[src/prdo_pkg.sv]
// ----------------------------------------------------------------------------
// prdo_pkg
// Shared constants, types and helpers for the packet ring queue.
// ----------------------------------------------------------------------------
`default_nettype none

package prdo_pkg;

  localparam int CAPACITY         = 8;
  localparam int MAX_PACKET_BYTES = 64;
  localparam int SLOTS            = CAPACITY + 1;
  localparam int MEM_DEPTH        = SLOTS * MAX_PACKET_BYTES;

  localparam int SLOT_W   = (SLOTS > 1) ? $clog2(SLOTS) : 1;
  localparam int CNT_W    = $clog2(CAPACITY + 1);
  localparam int ADDR_W   = (MEM_DEPTH > 1) ? $clog2(MEM_DEPTH) : 1;
  localparam int LEN_W    = 7;
  localparam int QUEUED_W = 4;
  localparam int STAT_W   = 32;

  typedef logic [SLOT_W-1:0]   slot_t;
  typedef logic [CNT_W-1:0]    cnt_t;
  typedef logic [ADDR_W-1:0]   addr_t;
  typedef logic [LEN_W-1:0]    len_t;
  typedef logic [QUEUED_W-1:0] queued_t;
  typedef logic [STAT_W-1:0]   stat_t;

  typedef enum logic [1:0] {
    KIND_PUSH  = 2'd0,
    KIND_POP   = 2'd1,
    KIND_CLEAR = 2'd2,
    KIND_STATS = 2'd3
  } kind_e;

  typedef enum logic [1:0] {
    REPLY_PUSH  = 2'd0,
    REPLY_POP   = 2'd1,
    REPLY_STATS = 2'd2
  } reply_e;

  typedef enum logic [1:0] {
    STATUS_OK        = 2'd0,
    STATUS_OVERSIZED = 2'd1,
    STATUS_EMPTY     = 2'd2,
    STATUS_TOO_LONG  = 2'd3
  } status_e;

  typedef enum logic {
    S_IDLE,
    S_POP
  } state_e;

  typedef struct packed {
    logic pushed;
    logic popped;
    logic dropped;
    logic oversized;
  } stat_inc_t;

  typedef struct packed {
    stat_t pushed;
    stat_t popped;
    stat_t dropped;
    stat_t oversized;
  } stat_cnt_t;

  typedef struct packed {
    reply_e     reply_kind;
    status_e    status;
    logic [7:0] out_byte;
    logic       last;
    len_t       packet_length;
    stat_cnt_t  totals;
    queued_t    queued_now;
  } rsp_t;

  function automatic slot_t next_slot(input slot_t s);
    return (s == slot_t'(SLOTS - 1)) ? '0 : slot_t'(s + 1'b1);
  endfunction

  function automatic addr_t slot_base(input slot_t s);
    return addr_t'(s) * addr_t'(MAX_PACKET_BYTES);
  endfunction

endpackage

`default_nettype wire

[src/prdo_stats.sv]
// ----------------------------------------------------------------------------
// prdo_stats
// Wrapping packet counters: pushed, popped, dropped and oversized.
// ----------------------------------------------------------------------------
`default_nettype none

module prdo_stats (
  input  logic                clk,
  input  logic                rst,
  input  prdo_pkg::stat_inc_t inc,
  output prdo_pkg::stat_cnt_t cnt
);
  import prdo_pkg::*;

  stat_cnt_t cnt_next;

  always_comb begin
    cnt_next = cnt;
    if (inc.pushed) begin
      cnt_next.pushed = cnt.pushed + 1'b1;
    end
    if (inc.popped) begin
      cnt_next.popped = cnt.popped + 1'b1;
    end
    if (inc.dropped) begin
      cnt_next.dropped = cnt.dropped + 1'b1;
    end
    if (inc.oversized) begin
      cnt_next.oversized = cnt.oversized + 1'b1;
    end
  end

  always_ff @(posedge clk) begin
    if (rst) begin
      cnt <= '0;
    end else begin
      cnt <= cnt_next;
    end
  end

endmodule

`default_nettype wire

[config.mk]
export PLATFORM = sky130hd
export DESIGN_NAME = prdo_stats
export DESIGN_NICKNAME = d
export VERILOG_FILES = /design/src/prdo_pkg.sv /design/src/prdo_stats.sv
export SDC_FILE = /design/constraint.sdc
export NUM_CORES = 1
export LEC_CHECK = 0
export BUFFER_PORTS_ARGS = -buffer_cell sky130_fd_sc_hd__buf_2
export CAP_MARGIN = 20
export CORE_ASPECT_RATIO = 1.1
export CORE_UTILIZATION = 39
export CTS_CLUSTER_DIAMETER = 30
export DETAILED_ROUTE_END_ITERATION = 10
export GPL_ROUTABILITY_DRIVEN = 0
export PLACE_DENSITY_LB_ADDON = 0.1
export SYNTH_ARGS = -nofsm -noshare
export SYNTH_HDL_FRONTEND = slang
export SYNTH_SLANG_ARGS = --single-unit
[constraint.sdc]
create_clock -name clk -period 2.3 [get_ports clk]
set_input_delay 0.115 -clock clk [delete_from_list [all_inputs] [get_ports clk]]
set_output_delay 0.115 -clock clk [all_outputs]
set_load 0.02 [all_outputs]
# Word-level counts from Yosys, hierarchy flattened
# Cells that the tools add are included.
# word_totals
out_inout_bits	128
input_bits	6
reg_bits	128
wordCells	8
# classes
add_sub_neg	4
# ops
op	count
$add 32x1->32 const B	4

# Depth between registers and ports, before layout
# Gate-level depths: netlist (run 1).
# depth
ltp_word	1
depth_mapped	6
mapped_depth_nobuf	5

# Worst setup path after synthesis (run 1)
# No wires, ideal clock.
# synth_timing
path_kind	reg2reg
from	register cnt[41] in the netlist's numbering
to	register cnt[53] in the netlist's numbering
stages_incl_launch_ff	6
required_ns	2.179
setup_ns	0.121
path_buffers	1
arrival_time_ns	2.028
slack_ns	0.151
synth_period_minus_slack_ns	2.149
path_cell_list	dfxtp_1 nand4_1 or3_1 buf_2 nor4_1 mux2_2
# synth_via
elab_chain_cells	1
# synth_lines
item	line	source
start: declaration	prdo_stats.sv:11	output prdo_pkg::stat_cnt_t cnt
start signal: assignment	prdo_stats.sv:37	cnt <= cnt_next;
$add 32x1->32	prdo_stats.sv:26	cnt_next.dropped = cnt.dropped + 1'b1;
# Every way passes these cells.
# A chain may end at the register's enable or synchronous reset.

# Final worst setup path (run 1)
# layout_timing
from	register cnt[11] in the netlist's numbering
to	register cnt[31] in the netlist's numbering
# layout_via
elab_chain_cells	1
# layout_lines
item	line	source
$add 32x1->32	prdo_stats.sv:29	cnt_next.oversized = cnt.oversized + 1'b1;
# Every way passes these cells.

==> run summary, run 1 <==
Status - complete, no violations
Largest cells by area after synthesis - dfxtp_1, or4_1, a21oi_1
Reg2reg end - cnt[31]$_SDFFE_PP0P_
Routed WL per cell - 14.9 um
Pre-antenna DRT Iters - 5
Ys flop type - dfxtp_1
# port buffers - 133
RSZ-0062 raised after global routing - false
Unique masters post-synth - 35
Pint - 0.00370 W
Clk Latency, worst-skew pair - 410 ps
Antenna violations before repair - 0
Design Power - 0.00470 W
DR vias - 6020
DP Worst Slack - 141 ps
Worst path top cell family by delay - simple AND/OR/NAND/NOR gates
Instance count on the critical path - 5
Slowest cell on crit path - or4_1
PnR worst setup slack - 191 ps
Area after DPL - 7130 sq um
Tmin final - 2110 ps
Initial Util - 0.401
Setup Skew - 7.47 ps
Layout area overhead - 25.4%
Setup bufs post-CTS - 0
Register area share after synthesis - 0.421
Critical-path cell list - nand4_1 -> or4_1 -> buf_4 -> nor4_1 -> mux2_2
Largest regs - cnt x128
Hold Crit Class - in -> reg
Maximum clock frequency - 474 MHz
Worst path required time - 2600 ps
Post-detail-place hpwl - 11.4 mm
Fin Setup TNS - 0 ps
Buf/Inv on CP - 1
Post-synthesis cell type with the largest combined area - dfxtp_1
Logic pwr share - 0.029
Initial DRC count - 319
CTS tree - built
Via-to-Cell Ratio - 5.61
Post-synth top cells - dfxtp_1, a21oi_1, nor2_1
Worst r2r path cells - 5
Largest fanout on the critical path - 29
Final wirelength - 16.0 mm
Synth Cell Area - 6090 sq um
Sw frac - 0.214
Post-Syn Instances - 719
Final core utilization - 0.503
Async SR Flop Fraction - 0
Crit Path Category - reg -> reg
Share of cells above drive strength 1 - 0.239
Fin crit share - 0.917
DRC Markers - 0
Slew Limit Headroom - 0.708
Clock buffer depth - 2
Syn Nets - 729
Clock share of power - 0.491
Sw Pwr - 0.00101 W
Total GRT Usage - 0.198
Cts bufs inserted - 17
Reg2reg start - cnt[11]$_SDFFE_PP0P_
Die height - 133 um
Root Buffer - clkbuf_16
First-pass GRT wire length - 25.8 mm
Worst Setup SP - cnt[11]$_SDFFE_PP0P_
Top cell type's share of synthesized area - 0.421
Most flops, register - cnt
Reg2reg setup slack - 190 ps
Reg power frac - 0.479
PwrDens - 616 nW/um^2
Max-cap violations - 0
Max incr delay on CP - 510 ps
Layout Nets - 878
Clock sink count - 128
CP arrival - 2410 ps
Io pins - 134
Antenna-violating nets left - 0
Post-synth EDFFs - 0
Most frequent cell after synthesis - dfxtp_1
Worst Setup EP - cnt[31]$_SDFFE_PP0P_
Slew of the pin with the lowest slew margin - 438 ps
Final setup violation count - 0
Largest net degree at the start of global routing - 47
Max Slew Vio Count - 0
Core area - 15200 sq um
Grt ovf - 0
Synth Area per Inst - 8.47 sq um
Pleak - 2.87 nW
H-tree depth - 4
Final std cell area, no fill - 7630 sq um
Worst setup EP type - flip-flop
Synth warn - 0
# hold bufs at CTS - 0
Vias in the first global route - 5458
Antenna Cells - 0
Final-layout fill cell count - 1510
CP startpoint kind - flip-flop
Yosys reg bits - 128
# rows - 47
VDD IR-drop max - 0.000425 V
Die area - 16100 sq um
Hold Vio Cnt, Final - 0
Die width - 121 um
Clock Pin Slew Worst Setup and Hold Paths - 50 ps
Max reg flops - 128
metal layers:
| layer | wire length (um) | vias to the layer above | part of all wire | global-route usage |
|---|---|---|---|---|
| li1 | - | 2986 | - | - |
| met1 | 7110 | 2829 | 0.45 | 0.236 |
| met2 | 7720 | 175 | 0.48 | 0.335 |
| met3 | 750 | 30 | 0.047 | 0.0461 |
| met4 | 387 | 0 | 0.024 | 0.0905 |
| met5 | 0 | - | 0 | 0 |
stage by stage:
stage | instances | hold slack, ps
final | 1074 | 46.5
after global routing | 1074 | 48.8
after CTS | 1074 | 28.8
after detailed placement | 1045 | 468
after global placement | 1045 | 449
after floorplan | 719 | 263
final cells by class:
cell class / instances / area, sq um / area share
Clock buffer: 28 / 487 / 0.0638
Multi-Input combinational cell: 531 / 3300 / 0.432
Inverter: 23 / 86.3 / 0.0113
Clock inverter: 1 / 5.00 / 0.000656
Sequential cell: 128 / 2560 / 0.336
Timing Repair Buffer: 167 / 948 / 0.124
Tap cell: 196 / 245 / 0.0321
worst register-to-register path, cell delays in order, from the launching register on:
cell	delay, ps
dfxtp_1	420
nand4_1	160
or4_1	510
buf_4	230
nor4_1	300
mux2_2	370
repair_timing:
item / CTS / global route
endpoints found under the hold margin: 0 / 0
endpoints found under the setup margin: 0 / 3
gates resized for setup: 0 / 3
layout by cell type (no fill, tap or decap), types with 25 or more instances in the layout:
master     n
nor2_1    62
nand3_1   39
or3_1     27
xnor2_1   25
buf_4     33
o31ai_1   43
or4_1     48
dfxtp_1  128
nand4_1   31
a21oi_1   70
buf_2    132
nand2_1   45
worst min path at each step:
stage            from              endpoint  cells past startpoint
3_5_place_dp   inc[2]  cnt[64]$_SDFFE_PP0P_                      3
3_3_place_gp   inc[2]  cnt[64]$_SDFFE_PP0P_                      3
4_1_cts        inc[2]  cnt[64]$_SDFFE_PP0P_                      3
2_1_floorplan  inc[0]   cnt[0]$_SDFFE_PP0P_                      2
6_report       inc[2]  cnt[64]$_SDFFE_PP0P_                      3
5_1_grt        inc[0]   cnt[0]$_SDFFE_PP0P_                      3
power by group through the flow:
stage	clock network [W]	logic, W	registers, W
floorplan	0	0.0000708	0.00232
global placement	0	0.000135	0.00230
detailed placement	0	0.000140	0.00230
CTS	0.00238	0.000140	0.00225
global route	0.00246	0.000153	0.00226
finish	0.00231	0.000137	0.00226
kinds of logic after synthesis:
| logic type | count (synthesis) | share of synthesized area |
|---|---|---|
| AND/OR/NAND/NOR | 330 | 0.308 |
| multiplexers | 15 | 0.0269 |
| AO/OA/AOI/OAI | 139 | 0.135 |
| flip-flops | 128 | 0.421 |
| XOR/XNOR | 43 | 0.0619 |
| adder cells (fa/ha/maj) | 4 | 0.00822 |
| buffers and inverters | 60 | 0.0390 |
(Power assumes the default switching activity.)
==> run 2, diff against run 1 <==
==> constraint.sdc (replaced) <==
create_clock -name clk -period 2.3 [get_ports clk]
set_input_delay 0.345 -clock clk [delete_from_list [all_inputs] [get_ports clk]]
set_output_delay 0.345 -clock clk [all_outputs]
set_load 0.02 [all_outputs]
==> run summary, run 2 (synthesis results as in run 1) <==
Worst path required time - 2640 ps
Clock Pin Slew Worst Setup and Hold Paths - 60 ps
Pre-antenna DRT Iters - 4
# rows - 47
Worst Setup SP - cnt[96]$_SDFFE_PP0P_
H-tree depth - 4
Slew of the pin with the lowest slew margin - 479 ps
Antenna-violating nets left - 0
DP Worst Slack - 180 ps
Pleak - 2.90 nW
Vias in the first global route - 5331
Layout area overhead - 26.1%
Final setup violation count - 0
Antenna violations before repair - 0
Final wirelength - 15.3 mm
PnR worst setup slack - 153 ps
CP arrival - 2490 ps
Max-cap violations - 0
Worst hold slack - 264 ps
Clock sink count - 128
Io pins - 134
Setup bufs post-CTS - 0
Clock buffer depth - 2
RSZ-0062 raised after global routing - false
Setup Skew - 13.2 ps
Gates resized, CTS repair - 0
Worst setup EP type - flip-flop
CTS tree - built
Final-layout fill cell count - 1467
Reg2reg end - cnt[124]$_SDFFE_PP0P_
Crit Path Category - reg -> reg
Root Buffer - clkbuf_16
DR vias - 5969
Largest regs - cnt x128
Hold Vio Cnt, Final - 0
Initial Util - 0.401
VDD IR-drop max - 0.000480 V
Share of cells above drive strength 1 - 0.247
PwrDens - 636 nW/um^2
Largest net degree at the start of global routing - 42
Grt ovf - 0
Post-detail-place hpwl - 11.0 mm
Reg2reg start - cnt[96]$_SDFFE_PP0P_
Status - complete, no violations
Max Slew Vio Count - 0
DRC Markers - 0
Worst r2r path cells - 5
Hold EP - cnt[64]$_SDFFE_PP0P_
Fin crit share - 0.934
Tmin final - 2150 ps
Hold Crit Class - in -> reg
Via-to-Cell Ratio - 5.54
Die area - 16100 sq um
Reg2reg setup slack - 150 ps
# port buffers - 133
Final core utilization - 0.506
Initial DRC count - 288
Cts bufs inserted - 17
Inst Count DP - 1045
First-pass GRT wire length - 25.4 mm
Antenna Cells - 0
Most flops, register - cnt
Most common cell after layout, fill and taps aside - buf_2
Clk Latency, worst-skew pair - 410 ps
Routed WL per cell - 14.2 um
Worst Min Path Start - inc[2]
Total GRT Usage - 0.193
Maximum clock frequency - 466 MHz
Core area - 15200 sq um
Non-Filler Instances - 1077
Largest fanout on the critical path - 8
Fin Setup TNS - 0 ps
Layout Nets - 878
CP startpoint kind - flip-flop
Die height - 133 um
Hold Path Cell Cnt - 3
Max reg flops - 128
Die width - 121 um
Most frequent cells in the layout - buf_2, dfxtp_1, a21oi_1
Slew Limit Headroom - 0.681
# hold bufs at CTS - 0
-- run 2: metal layers --
layer / up-vias / share of wire / global-route usage
met1: 2814 / 0.46 / 0.240
met3: 20 / 0.043 / 0.0522
met2: 144 / 0.48 / 0.317
met5: - / 0 / 0
li1: 2991 / - / -
met4: 0 / 0.017 / 0.0761
-- run 2: worst max path at each step --
stage,to,depth (start not counted),slack (ps)
6_report,cnt[124]$_SDFFE_PP0P_,5,150
5_1_grt,cnt[124]$_SDFFE_PP0P_,5,20
4_1_cts,cnt[31]$_SDFFE_PP0P_,4,170
3_5_place_dp,cnt[31]$_SDFFE_PP0P_,4,180
3_3_place_gp,cnt[63]$_SDFFE_PP0P_,5,160
2_1_floorplan,cnt[53]$_SDFFE_PP0P_,5,150
-- run 2: per-stage QoR --
step	total power, W	area (sq um)
6_report	0.00488	7680
5_1_grt	0.00508	7680
4_1_cts	0.00495	7680
3_5_place_dp	0.00244	7130
3_3_place_gp	0.00243	7130
2_1_floorplan	0.00239	6090
-- run 2: final cells by class --
class | instances | area [sq um] | area share
sequential | 128 | 2560 | 0.334
inverter | 23 | 86.3 | 0.0112
multi-input combinational | 531 | 3290 | 0.428
clock inverter | 12 | 92.6 | 0.0121
timing repair buffer | 167 | 948 | 0.123
tap | 196 | 245 | 0.0319
clock buffer | 20 | 457 | 0.0595
-- run 2: power by group --
group | total, W | switching, W | internal, W
Sequential | 0.00225 | 0.0000181 | 0.00223
Combinational | 0.000137 | 0.0000895 | 0.0000471
Clock | 0.00249 | 0.000970 | 0.00152
Total | 0.00488 | 0.00108 | 0.00380
-- run 2: worst max-delay path: stages, from the launching register on --
cell	delay [ps]
dfxtp_1	390
ha_1	230
nand4_1	160
or4_1	600
or4_1	540
a21oi_1	150
